**src/rtl/bdq_pkg.sv**
```systemverilog
// Shared types, constants and helper functions for the bounded deque queue.
package bdq_pkg;

  localparam int DEPTH = 16;
  localparam int ADDR_W = $clog2(DEPTH);
  localparam int CNT_W = $clog2(DEPTH + 1);

  localparam int KEY_W = 32;
  localparam int CMD_W = 3;
  localparam int LIMIT_W = 5;
  localparam int COUNT_OUT_W = 5;

  localparam logic [LIMIT_W-1:0] LIMIT_RESET = LIMIT_W'(16);

  typedef enum logic [CMD_W-1:0] {
    CMD_PUSH_FRONT = 3'd0,
    CMD_PUSH_BACK  = 3'd1,
    CMD_POP        = 3'd2,
    CMD_PEEK       = 3'd3,
    CMD_CLEAR      = 3'd4
  } cmd_t;

  typedef enum logic [1:0] {
    ST_DONE  = 2'd0,
    ST_FULL  = 2'd1,
    ST_EMPTY = 2'd2
  } status_t;

  // Access to the entry store for one command.
  typedef struct packed {
    logic              we;
    logic [ADDR_W-1:0] waddr;
    logic [KEY_W-1:0]  wdata;
    logic              re;
    logic [ADDR_W-1:0] raddr;
  } store_req_t;

  // Everything about a result except the key read from the store.
  typedef struct packed {
    logic             key_from_store;
    logic             key_all_ones;
    status_t          status;
    logic [CNT_W-1:0] count;
    logic             is_empty;
    logic             is_full;
  } res_info_t;

  // The limit never exceeds the physical depth.
  function automatic logic [CNT_W-1:0] eff_limit(input logic [LIMIT_W-1:0] limit);
    logic [CNT_W-1:0] result;
    if (32'(limit) > DEPTH) begin
      result = CNT_W'(DEPTH);
    end else begin
      result = CNT_W'(limit);
    end
    return result;
  endfunction

  function automatic logic [ADDR_W-1:0] wrap_prev(input logic [ADDR_W-1:0] idx);
    logic [ADDR_W-1:0] result;
    if (idx == '0) begin
      result = ADDR_W'(DEPTH - 1);
    end else begin
      result = idx - ADDR_W'(1);
    end
    return result;
  endfunction

  function automatic logic [ADDR_W-1:0] wrap_next(input logic [ADDR_W-1:0] idx);
    logic [ADDR_W-1:0] result;
    if (32'(idx) + 1 >= DEPTH) begin
      result = '0;
    end else begin
      result = idx + ADDR_W'(1);
    end
    return result;
  endfunction

  // Position one past the last entry; the sum stays below twice the depth.
  function automatic logic [ADDR_W-1:0] tail_pos(input logic [ADDR_W-1:0] head,
                                                 input logic [CNT_W-1:0] count);
    logic [ADDR_W+CNT_W-1:0] sum;
    logic [ADDR_W-1:0] result;
    sum = (ADDR_W+CNT_W)'(head) + (ADDR_W+CNT_W)'(count);
    if (32'(sum) >= DEPTH) begin
      result = ADDR_W'(32'(sum) - DEPTH);
    end else begin
      result = ADDR_W'(sum);
    end
    return result;
  endfunction

endpackage

```
**src/rtl/bdq_store.sv**
```systemverilog
// Entry store: one write port and one read port, registered read data.
module bdq_store (
  input  logic                           clk,
  input  bdq_pkg::store_req_t            req,
  output logic [bdq_pkg::KEY_W-1:0]      rd_data
);

  logic [bdq_pkg::KEY_W-1:0] mem [bdq_pkg::DEPTH];

  always_ff @(posedge clk) begin
    if (req.we) begin
      mem[req.waddr] <= req.wdata;
    end
  end

  // Read data holds until the next read, so a stalled result keeps its key.
  always_ff @(posedge clk) begin
    if (req.re) begin
      rd_data <= mem[req.raddr];
    end
  end

endmodule

```
**src/rtl/bdq_ctrl.sv**
```systemverilog
// Command decode, head and count registers, and the limit register.
module bdq_ctrl (
  input  logic                             clk,
  input  logic                             rst,
  input  logic                             accept,
  input  logic [bdq_pkg::CMD_W-1:0]        command,
  input  logic signed [bdq_pkg::KEY_W-1:0] key_in,
  input  logic                             cfg_we,
  input  logic [bdq_pkg::LIMIT_W-1:0]      cfg_data,
  output bdq_pkg::store_req_t              store_req,
  output bdq_pkg::res_info_t               info
);

  logic [bdq_pkg::ADDR_W-1:0]  head;
  logic [bdq_pkg::ADDR_W-1:0]  head_next;
  logic [bdq_pkg::CNT_W-1:0]   count;
  logic [bdq_pkg::CNT_W-1:0]   count_next;
  logic [bdq_pkg::LIMIT_W-1:0] limit;
  logic [bdq_pkg::CNT_W-1:0]   lim_eff;
  logic                        full;
  logic                        is_empty_cmd;

  assign lim_eff = bdq_pkg::eff_limit(limit);
  assign full = (count >= lim_eff);
  assign is_empty_cmd = (count == '0);

  always_comb begin
    head_next = head;
    count_next = count;
    store_req = '0;
    store_req.wdata = key_in;
    store_req.raddr = head;
    store_req.waddr = head;
    info = '0;
    info.status = bdq_pkg::ST_DONE;

    unique case (command)
      bdq_pkg::CMD_PUSH_FRONT: begin
        if (full) begin
          info.status = bdq_pkg::ST_FULL;
        end else begin
          head_next = bdq_pkg::wrap_prev(head);
          count_next = count + bdq_pkg::CNT_W'(1);
          store_req.we = accept;
          store_req.waddr = bdq_pkg::wrap_prev(head);
        end
      end
      bdq_pkg::CMD_PUSH_BACK: begin
        if (full) begin
          info.status = bdq_pkg::ST_FULL;
        end else begin
          count_next = count + bdq_pkg::CNT_W'(1);
          store_req.we = accept;
          store_req.waddr = bdq_pkg::tail_pos(head, count);
        end
      end
      bdq_pkg::CMD_POP, bdq_pkg::CMD_PEEK: begin
        if (is_empty_cmd) begin
          info.status = bdq_pkg::ST_EMPTY;
          info.key_all_ones = 1'b1;
        end else begin
          info.key_from_store = 1'b1;
          store_req.re = accept;
          if (command == bdq_pkg::CMD_POP) begin
            head_next = bdq_pkg::wrap_next(head);
            count_next = count - bdq_pkg::CNT_W'(1);
          end
        end
      end
      bdq_pkg::CMD_CLEAR: begin
        head_next = '0;
        count_next = '0;
      end
      default: begin
      end
    endcase

    info.count = count_next;
    info.is_empty = (count_next == '0);
    info.is_full = (count_next >= lim_eff);
  end

  always_ff @(posedge clk) begin
    if (rst) begin
      head <= '0;
      count <= '0;
    end else if (accept) begin
      head <= head_next;
      count <= count_next;
    end
  end

  always_ff @(posedge clk) begin
    if (rst) begin
      limit <= bdq_pkg::LIMIT_RESET;
    end else if (cfg_we) begin
      limit <= cfg_data;
    end
  end

endmodule

```
**src/rtl/bounded_deque_queue.sv**
```systemverilog
// Top level of the bounded deque queue: control, entry store and result register.
// A bounded queue of signed 32-bit keys in a 16-entry ring buffer that allows
// insertion at either end. Each command transfer produces exactly one result
// transfer, through the middle stage and then the result register. A command
// is taken whenever cmd_stall is low: head and count update at
// acceptance, and a pop or peek reads the head entry through the registered
// store read, so the throughput is one command per clock while not stalled.
// A stalled result holds back the input once the middle stage is also occupied.
// The limit register may be written at any time the block is idle; cfg_ready
// is always high.
module bounded_deque_queue (
  input  logic                               clk,
  input  logic                               rst,
  input  logic                               cmd_valid,
  output logic                               cmd_stall,
  input  logic [bdq_pkg::CMD_W-1:0]          command,
  input  logic signed [bdq_pkg::KEY_W-1:0]   key_in,
  output logic                               res_valid,
  input  logic                               res_stall,
  output logic signed [bdq_pkg::KEY_W-1:0]   key_out,
  output logic [1:0]                         status,
  output logic [bdq_pkg::COUNT_OUT_W-1:0]    entry_count,
  output logic                               is_empty,
  output logic                               is_full,
  input  logic                               cfg_valid,
  output logic                               cfg_ready,
  input  logic [bdq_pkg::LIMIT_W-1:0]        cfg_data
);

  bdq_pkg::store_req_t       store_req;
  bdq_pkg::res_info_t        info;
  bdq_pkg::res_info_t        p1_info;
  logic                      p1_valid;
  logic                      p1_advance;
  logic                      accept;
  logic [bdq_pkg::KEY_W-1:0] rd_data;

  assign cfg_ready = 1'b1;

  // The middle stage waits for the store read; it moves on when the
  // result register is empty or its transfer completes.
  assign p1_advance = p1_valid && (!res_valid || !res_stall);
  assign cmd_stall = p1_valid && !p1_advance;
  assign accept = cmd_valid && !cmd_stall;

  bdq_ctrl u_ctrl (
    .clk       (clk),
    .rst       (rst),
    .accept    (accept),
    .command   (command),
    .key_in    (key_in),
    .cfg_we    (cfg_valid && cfg_ready),
    .cfg_data  (cfg_data),
    .store_req (store_req),
    .info      (info)
  );

  bdq_store u_store (
    .clk     (clk),
    .req     (store_req),
    .rd_data (rd_data)
  );

  always_ff @(posedge clk) begin
    if (rst) begin
      p1_valid <= 1'b0;
    end else if (accept) begin
      p1_valid <= 1'b1;
    end else if (p1_advance) begin
      p1_valid <= 1'b0;
    end
  end

  always_ff @(posedge clk) begin
    if (accept) begin
      p1_info <= info;
    end
  end

  always_ff @(posedge clk) begin
    if (rst) begin
      res_valid <= 1'b0;
    end else if (p1_advance) begin
      res_valid <= 1'b1;
    end else if (!res_stall) begin
      res_valid <= 1'b0;
    end
  end

  always_ff @(posedge clk) begin
    if (p1_advance) begin
      if (p1_info.key_from_store) begin
        key_out <= rd_data;
      end else if (p1_info.key_all_ones) begin
        key_out <= '1;
      end else begin
        key_out <= '0;
      end
      status <= p1_info.status;
      entry_count <= bdq_pkg::COUNT_OUT_W'(p1_info.count);
      is_empty <= p1_info.is_empty;
      is_full <= p1_info.is_full;
    end
  end

endmodule
```
**config.mk**
```make
export PLATFORM = sky130hd
export DESIGN_NAME = bounded_deque_queue
export DESIGN_NICKNAME = d
export VERILOG_FILES = /design/src/rtl/bdq_pkg.sv /design/src/rtl/bdq_store.sv /design/src/rtl/bdq_ctrl.sv /design/src/rtl/bounded_deque_queue.sv
export SDC_FILE = /design/constraint.sdc
export NUM_CORES = 1
export LEC_CHECK = 0
export BUFFER_PORTS_ARGS = -buffer_cell sky130_fd_sc_hd__clkbuf_2
export CAP_MARGIN = 30
export CORE_MARGIN = 5
export CORE_UTILIZATION = 61
export DETAILED_ROUTE_END_ITERATION = 10
export PLACE_DENSITY = 0.79
export REMOVE_ABC_BUFFERS = 1
export SLEW_MARGIN = 15
export SYNTH_ARGS = -nofsm -noshare
export SYNTH_HDL_FRONTEND = slang
export SYNTH_HIERARCHICAL = 1
export SYNTH_SLANG_ARGS = --single-unit
```
**constraint.sdc**
```tcl
create_clock -name clk -period 6.6 [get_ports clk]
set_input_delay 1.32 -clock clk [delete_from_list [all_inputs] [get_ports clk]]
set_output_delay 1.32 -clock clk [all_outputs]
set_load 0.005 [all_outputs]
```
==> results of run 1 <==
==> per-layer routing <==
metal,vias up,wire (µm),GRT usage
met5,-,0,0
met4,0,1350,0.0700
met3,96,4960,0.0425
met2,773,27900,0.426
met1,6448,20500,0.356
li1,5089,-,-
==> kinds of logic (layout without fill, tap and decap cells) <==
logic type / after synthesis / after routing
other cells: 1 / 1
flops: 612 / 612
xor+xnor: 2 / 2
simple gates: 208 / 208
mux: 134 / 134
compound gates: 128 / 128
fa+ha+maj: 18 / 18
buf+inv: 110 / 242
==> worst reg2reg max path: stages, from the launching register on <==
cell     delay (ns)
dfxtp_4        0.89
buf_4          0.81
o31ai_1        0.20
o31ai_1        0.12
nor2_1         0.07
a31oi_1        0.16
o22a_1         0.22
nand3_1        0.36
nor2_4         0.84
buf_4          0.38
==> worst min path at each step <==
stage,slack (ns),startpoint,to,cells after the start
after detailed placement,0.41,p1_info[0]$_DFFE_PP_,is_full$_DFFE_PP_,0
after floorplan,0.40,p1_info[2]$_DFFE_PP_,entry_count[0]$_DFFE_PP_,0
after CTS,0.42,p1_info[1]$_DFFE_PP_,is_empty$_DFFE_PP_,0
final,0.42,p1_info[6]$_DFFE_PP_,entry_count[4]$_DFFE_PP_,0
after global placement,0.40,p1_info[4]$_DFFE_PP_,entry_count[2]$_DFFE_PP_,0
after global routing,0.43,p1_info[6]$_DFFE_PP_,entry_count[4]$_DFFE_PP_,0
==> power breakdown <==
| part | leakage (nW) | switching [mW] | internal (mW) |
|---|---|---|---|
| registers | 5.53 | 0.0567 | 4.36 |
| logic | 2.38 | 0.421 | 0.312 |
| clock network | 0.867 | 1.40 | 1.81 |
==> registers in the layout (all words and copies together), names as in the netlist <==
register	count
u_store/mem	512
u_ctrl/limit	5
res_valid	1
u_store/rd_data	32
is_full	1
p1_valid	1
status	2
entry_count	5
u_ctrl/count	5
u_ctrl/head	4
key_out	32
is_empty	1
p1_info	11
==> metrics by stage <==
stage / setup TNS [ns] / std cells
floorplan: -1383.00 / 1119
global placement: 0 / 1744
detailed placement: 0 / 1756
CTS: 0 / 1861
global route: 0 / 1863
finish: 0 / 1863
==> Yosys cell counts (2+ instances only) <==
library cell    n  area, µm²
o21ai_1         2       10.0
o21a_1          3       22.5
buf_6           4       45.0
a22oi_1        65        488
nand4_1         3       18.8
o31ai_1         4       30.0
buf_2          13       65.1
o211ai_1        3       22.5
buf_1          11       41.3
nand2_1       111        417
edfxtp_1      596      17900
and2_1          2       12.5
mux2i_1         5       50.1
a31oi_1         3       18.8
nor3_1         12       60.1
o41ai_1         2       17.5
nor2_1         43        161
dfxtp_1        16        320
o221ai_1        2       17.5
clkbuf_1       24       90.1
nand3b_1        3       22.5
mux4_2        128       2880
nand2b_1        6       37.5
ha_1           17        213
inv_1          15       56.3
a211oi_1        2       15.0
or4_1           3       22.5
nand3_1        10       50.1
nor2b_1         5       31.3
o21ai_0         6       30.0
a21o_1          6       45.0
buf_4          42        315
a21oi_1        15       75.1
a311oi_1        3       26.3
o22a_1          3       26.3
xnor2_1         2       17.5
==> area by class of cell <==
type                       count  share of cell area
sequential                   612               0.678
multi-input combinational    491               0.195
clock buffer                  73              0.0561
timing repair buffer         121              0.0335
tap                          518              0.0241
clock inverter                32              0.0112
inverter                      16             0.00223
==> implementation parameters, run 1 <==
Parameter                              Value

Status
  Status    completed

Detailed routing
  Routed wire length    approximately 55,000 µm
  1st-iter DRT viols    between 1,500 and 2,000
  DR vias    between 10,000 and 15,000
  DRC violations left    0
  First-pass DRT Iterations    5
  Via count normalized by instance count    between 6 and 7
  Post-DR wirelength/cell    29.3 µm
  Final ANT Viol Nets    0

Synth
  Number of synthesized register bits    612
  Most frequently used flop master after synthesis    edfxtp_1
  Main combinational cell family by area after synthesis    multiplexers
  Synthesized area    about 24,000 µm²
  Simple-gate portion of the synthesized area    0.0391
  Synthesis warning total    6
  Count of flip-flops with a built-in enable after synthesis    slightly below 600
  Number of library cell types mapped by synthesis    just under 60
  Syn Area/Cell    between 15 and 20 µm²
  Adder-cell share of the synthesized area    0.00973
  Mux contribution to synthesized area    0.123
  Sequential share of the synthesized area    0.762
  Compound-cell area share of the yosys netlist    0.0395
  Fraction of synthesized cell area in xor and xnor cells    0.000733
  Number of standard cells after synthesis    1,213
  Fraction of registers with async set/reset    0

CTS
  CTS sink count    between 600 and 700
  Cts bufs inserted    58
  Post-CTS Setup Inserts    0
  Resize count post-CTS    0
  Clk root buf    clkbuf_16
  Clock transition at the registers of the reported paths    roughly 0.060 ns
  H-tree depth reported by CTS    2
  Worst-skew pair later-pin latency    between 0.6 and 0.7 ns
  Hold buffer count at CTS    0
  Number of buffers on the longest clock path    3
  CTS tree    yes

Floorplan
  Site Rows    72
  Num ports    89
  Die Width    between 200 and 250 µm
  Core box area    38,700 µm²
  Overall die area    roughly 43,000 µm²
  Initial core utilization    0.617
  Die Y-Extent    208 µm

STA
  Unrepaired setup endpoints after global routing    false
  Final count of negative-setup-slack endpoints    0
  Max-slew headroom    0.337
  Slew at the pin closest to its max-slew limit    about 1.0 ns
  Final worst hold slack    around 0.42 ns
  Fmax achieved    approximately 230 MHz
  Fraction of the cycle the final worst path needs    0.660
  Number of max-slew violations in the final report    0
  Final Hold Fails    0
  Post-route setup slack    2.24 ns
  Fin Clk Skew    0.0181 ns
  Final period demand of the worst path    4.36 ns

Setup path
  Critical path type    flop to flop
  RR Endpoint    u_store/mem[13][3]$_DFFE_PP_
  Worst setup path start    u_ctrl/head[0]$_SDFFE_PP0P_
  Family with the most delay on the worst path    simple AND/OR/NAND/NOR gates
  Worst setup path endpoint    u_store/mem[13][3]$_DFFE_PP_
  Arrival @ worst endpoint    4.66 ns
  Startpoint of the lowest-slack register-to-register path    u_ctrl/head[0]$_SDFFE_PP0P_
  Buffer and inverter count on the worst path    2
  Worst endpoint required time    ~6.9 ns
  Register-to-Register Path Depth    9
  Maximum single-stage delay on the critical path    a little under 0.9 ns
  Startpoint types    flop
  Worst-path maximum fanout    between 40 and 50
  Flop2flop setup slack    approximately 2.2 ns
  Cells traversed along the worst timing path    buf_4, o31ai_1, o31ai_1, nor2_1, a31oi_1, o22a_1, nand3_1, nor2_4, buf_4
  Endpoint kind of the worst setup timing path    flop
  Number of cells on the critical path    9
  Cell with the largest stage delay on the worst path    dfxtp_4

Global routing
  Antenna violations before repair    0
  Via count of the first global-routing pass    roughly 13,000
  Global-route wire length before repair    just over 80,000 µm
  Maximum number of pins on one net before global-route repair    between 60 and 70
  Overflow after GRT    0
  Global-route usage over all layers    0.254

Run
  Max cap viols    0

Pwr
  Areal power density over the cells    roughly 310 nW/µm²
  Peak VDD IR    0.000255 V
  Static leakage power    approximately 9 nW
  Post-layout total power    around 8.4 mW

Cells and area
  Commonest non-fill, non-tap cells in the layout    edfxtp_1 (596), mux4_2 (128), nand2_1 (111), clkbuf_2 (87), a22oi_1 (65)
  Diode insertion count for antenna repair    0
  Most common library cell in the layout ignoring fill and taps    edfxtp_1
  Summed area of non-filler cells in the final layout    26,900 µm²
  Proportion of layout cells with a drive suffix above 1    0.268
  Share of the core filled with cells    0.694
  Area of the multi-input gates    ~5200 µm²
  Post-synthesis to final-layout area growth    12.4%
  Total area of sequential cells    18,200 µm²
  Fill cells    about 2,300
  Post-layout nets    roughly 1,400

Place
  Placement-stage cell area    about 25,000 µm²
  Pre-CTS setup slack    ~1.1 ns
  Count of buffers inserted at the top-level ports    87
  HPWL after DPL    just over 30,000 µm
  Final weighted congestion of routability-driven global placement    just over 0.9

Worst hold path
  Tightest Hold Check Type    flop to flop
(Power assumes the default switching activity.)
==> run 2, diff against run 1 <==
- CORE_UTILIZATION: 61 -> 55
- PLACE_DENSITY: 0.79 -> 0.75
- clock period: 6.6 -> 3.71 ns (I/O delays scaled with it)
==> run 2 against run 1 <==
- die area increased by 10%
- routed wire length decreased by 6.4%
- clock power increased by 93%
- largest cell class unchanged
- largest power group unchanged
- first-iteration DRC count is 23% lower
- global-route usage down 3.7 points
- sequential power is 76% higher
- combinational power grew 83%
- design area is 2.3% higher
- via count is 3.1% lower
- worst hold slack lost 0.030 ns
- cell count is 5.8% higher
==> implementation parameters, run 2 (synthesis gave the netlist of run 1 again) <==
Parameter                              Value

Floorplan
  Core box area    43,100 µm² (+11%)
  Initial core utilization    0.555 (-0.0622)
  Site Rows    76 (+5.6%)
  Num ports    89 (unchanged)
  Overall die area    47,700 µm² (+10%)
  Die Width    219 µm (+5.1%)
  Die Y-Extent    219 µm (+5.1%)

CTS
  CTS sink count    612 (unchanged)
  Cts bufs inserted    59 (+1.7%)
  H-tree depth reported by CTS    2 (unchanged)
  Worst-skew pair later-pin latency    0.64 ns (+0.02 ns)
  CTS tree    yes
  Clock transition at the registers of the reported paths    0.05 ns (about the same)
  Clk root buf    clkbuf_16
  Number of buffers on the longest clock path    3 (unchanged)

Setup path
  Critical path type    flop to flop
  Worst endpoint required time    4.05 ns (-2.85 ns)
  Worst-path maximum fanout    11 (-76%)
  Startpoint types    flop
  Endpoint kind of the worst setup timing path    flop
  Register-to-Register Path Depth    15 (+6)
  Arrival @ worst endpoint    3.89 ns (-0.77 ns)

Detailed routing
  Via count normalized by instance count    6.10 (-8.4%)
  1st-iter DRT viols    1,184 (-23%)
  First-pass DRT Iterations    5 (unchanged)
  DRC violations left    0 (unchanged)
  Final ANT Viol Nets    0 (unchanged)
  DR vias    12,000 (-3.1%)
  Routed wire length    51,200 µm (-6.4%)
  Post-DR wirelength/cell    26.0 µm (-12%)

STA
  Fraction of the cycle the final worst path needs    0.956 (+0.296)
  Number of max-slew violations in the final report    0 (unchanged)
  Fin Clk Skew    0.0523 ns (+0.0342 ns)
  Final count of negative-setup-slack endpoints    0 (unchanged)
  Final period demand of the worst path    3.55 ns (-0.810 ns)
  Slew at the pin closest to its max-slew limit    0.878 ns (-0.117 ns)
  Post-route setup slack    0.164 ns (-2.08 ns)
  Unrepaired setup endpoints after global routing    false
  Final Hold Fails    0 (unchanged)
  Fmax achieved    282 MHz (+23%)
  Max-slew headroom    0.407 (+0.0704)

Cells and area
  Proportion of layout cells with a drive suffix above 1    0.295 (+0.0274)
  Most common library cell in the layout ignoring fill and taps    edfxtp_1
  Post-synthesis to final-layout area growth    15.0%
  Commonest non-fill, non-tap cells in the layout    edfxtp_1 (596), mux4_2 (128), nand2_1 (111), clkbuf_2 (87), a22oi_1 (65)
  Largest register FFs    512 (unchanged)
  Diode insertion count for antenna repair    0 (unchanged)
  Post-layout nets    1,399 (+2.6%)
  Share of the core filled with cells    0.638 (-0.0555)
  Biggest regs    u_store/mem (512), key_out (32), u_store/rd_data (32)
  Final cell count without fillers    1,971 (+5.8%)
  Largest reg by FF count    u_store/mem

Global routing
  Overflow after GRT    0 (unchanged)
  Global-route usage over all layers    0.217 (-0.0375)
  Global-route wire length before repair    77,100 µm (-6.5%)
  Via count of the first global-routing pass    12,400 (-1.3%)
  Maximum number of pins on one net before global-route repair    102 (+55%)
  Antenna violations before repair    2 (+2)

Place
  HPWL after DPL    28,200 µm (-7.1%)
  Final weighted congestion of routability-driven global placement    0.795 (-13%)
  Number of placed cells counting well taps    1,854 (+5.6%)
  Pre-CTS setup slack    0.0259 ns (-1.11 ns)
  Count of buffers inserted at the top-level ports    87 (unchanged)

Pwr
  Areal power density over the cells    558 nW/µm² (+79%)
  Peak VDD IR    0.000452 V (+77%)
  Static leakage power    9.07 nW (+3.3%)

Status
  Status    completed

Run
  Max cap viols    0 (unchanged)

Worst hold path
  Worst hold stages    3 (+3)
  Tightest Hold Check Type    input port to flop
## run 2: cell types whose count changed in the layout (fill, tap and decap cells not counted), moves of 2 or more
cell,delta
bufinv_16,+5
clkinv_4,+2
buf_4,+31
buf_16,-6
inv_6,-2
buf_2,-2
clkinv_16,+2
clkinv_2,+6
clkinv_1,-4
clkbuf_1,-3
buf_12,+13
## run 2: cell type report
| class | count | area, µm² |
|---|---|---|
| clock buffers | 71 | 1520 |
| clock inverters | 40 | 509 |
| fillers | 2806 | 15600 |
| inverters | 16 | 60.1 |
| multi-input cells | 491 | 5240 |
| flip-flops and latches | 612 | 18200 |
| well taps | 585 | 732 |
| repair buffers | 156 | 1210 |
## run 2: report_power, final
| group | internal [mW] | total [mW] | switching (mW) | leakage (nW) |
|---|---|---|---|---|
| Clock | 3.64 | 6.20 | 2.56 | 0.979 |
| Sequential | 7.76 | 7.80 | 0.0478 | 5.53 |
| Combinational | 0.575 | 1.34 | 0.760 | 2.56 |
| Total | 12.0 | 15.3 | 3.37 | 9.07 |
## run 2: worst paths after layout
check / to / start / slack, ns
max: p1_info[0]$_DFFE_PP_ / u_ctrl/limit[4]$_SDFFE_PP1P_ / 0.16
min: u_ctrl/limit[0]$_SDFFE_PP0P_ / cfg_data[0] / 0.39
max reg2reg: p1_info[0]$_DFFE_PP_ / u_ctrl/limit[4]$_SDFFE_PP1P_ / 0.16
min reg2reg: entry_count[2]$_DFFE_PP_ / p1_info[4]$_DFFE_PP_ / 0.42
## run 2: through the flow
stage	cell area [µm²]	hold WS (ns)	setup TNS (ns)	power, mW
floorplan	23400	0.400	-2991.68	8.89
global placement	25300	0.402	-0.589	9.24
detailed placement	25400	0.405	0	9.28
CTS	27400	0.362	0	15.5
global route	27500	0.384	0	15.9
finish	27500	0.391	0	15.3
## run 2: worst max-delay path: stages, from the launching register on
cell,delay [ns]
dfxtp_1,0.36
inv_1,0.07
ha_1,0.33
or4_1,0.59
o21ai_1,0.13
o21ba_4,0.22
buf_4,0.16
a21o_1,0.19
and2_1,0.16
ha_1,0.28
nand2b_1,0.14
a21o_1,0.18
a21o_1,0.18
nor2_1,0.09
o211a_1,0.17
nor3_2,0.04
## run 2: repair_timing
action	CTS	global route
endpoints found under the setup margin	0	20
hold buffers	0	0
setup buffers	0	5
gates resized for setup	0	2
## run 2: routing by layer
layer | routed length, µm | track usage | vias up
li1 | - | - | 5144
met3 | 4360 | 0.0490 | 102
met5 | 27 | 0 | -
met1 | 19900 | 0.295 | 6183
met4 | 1390 | 0.0726 | 4
met2 | 25500 | 0.355 | 586
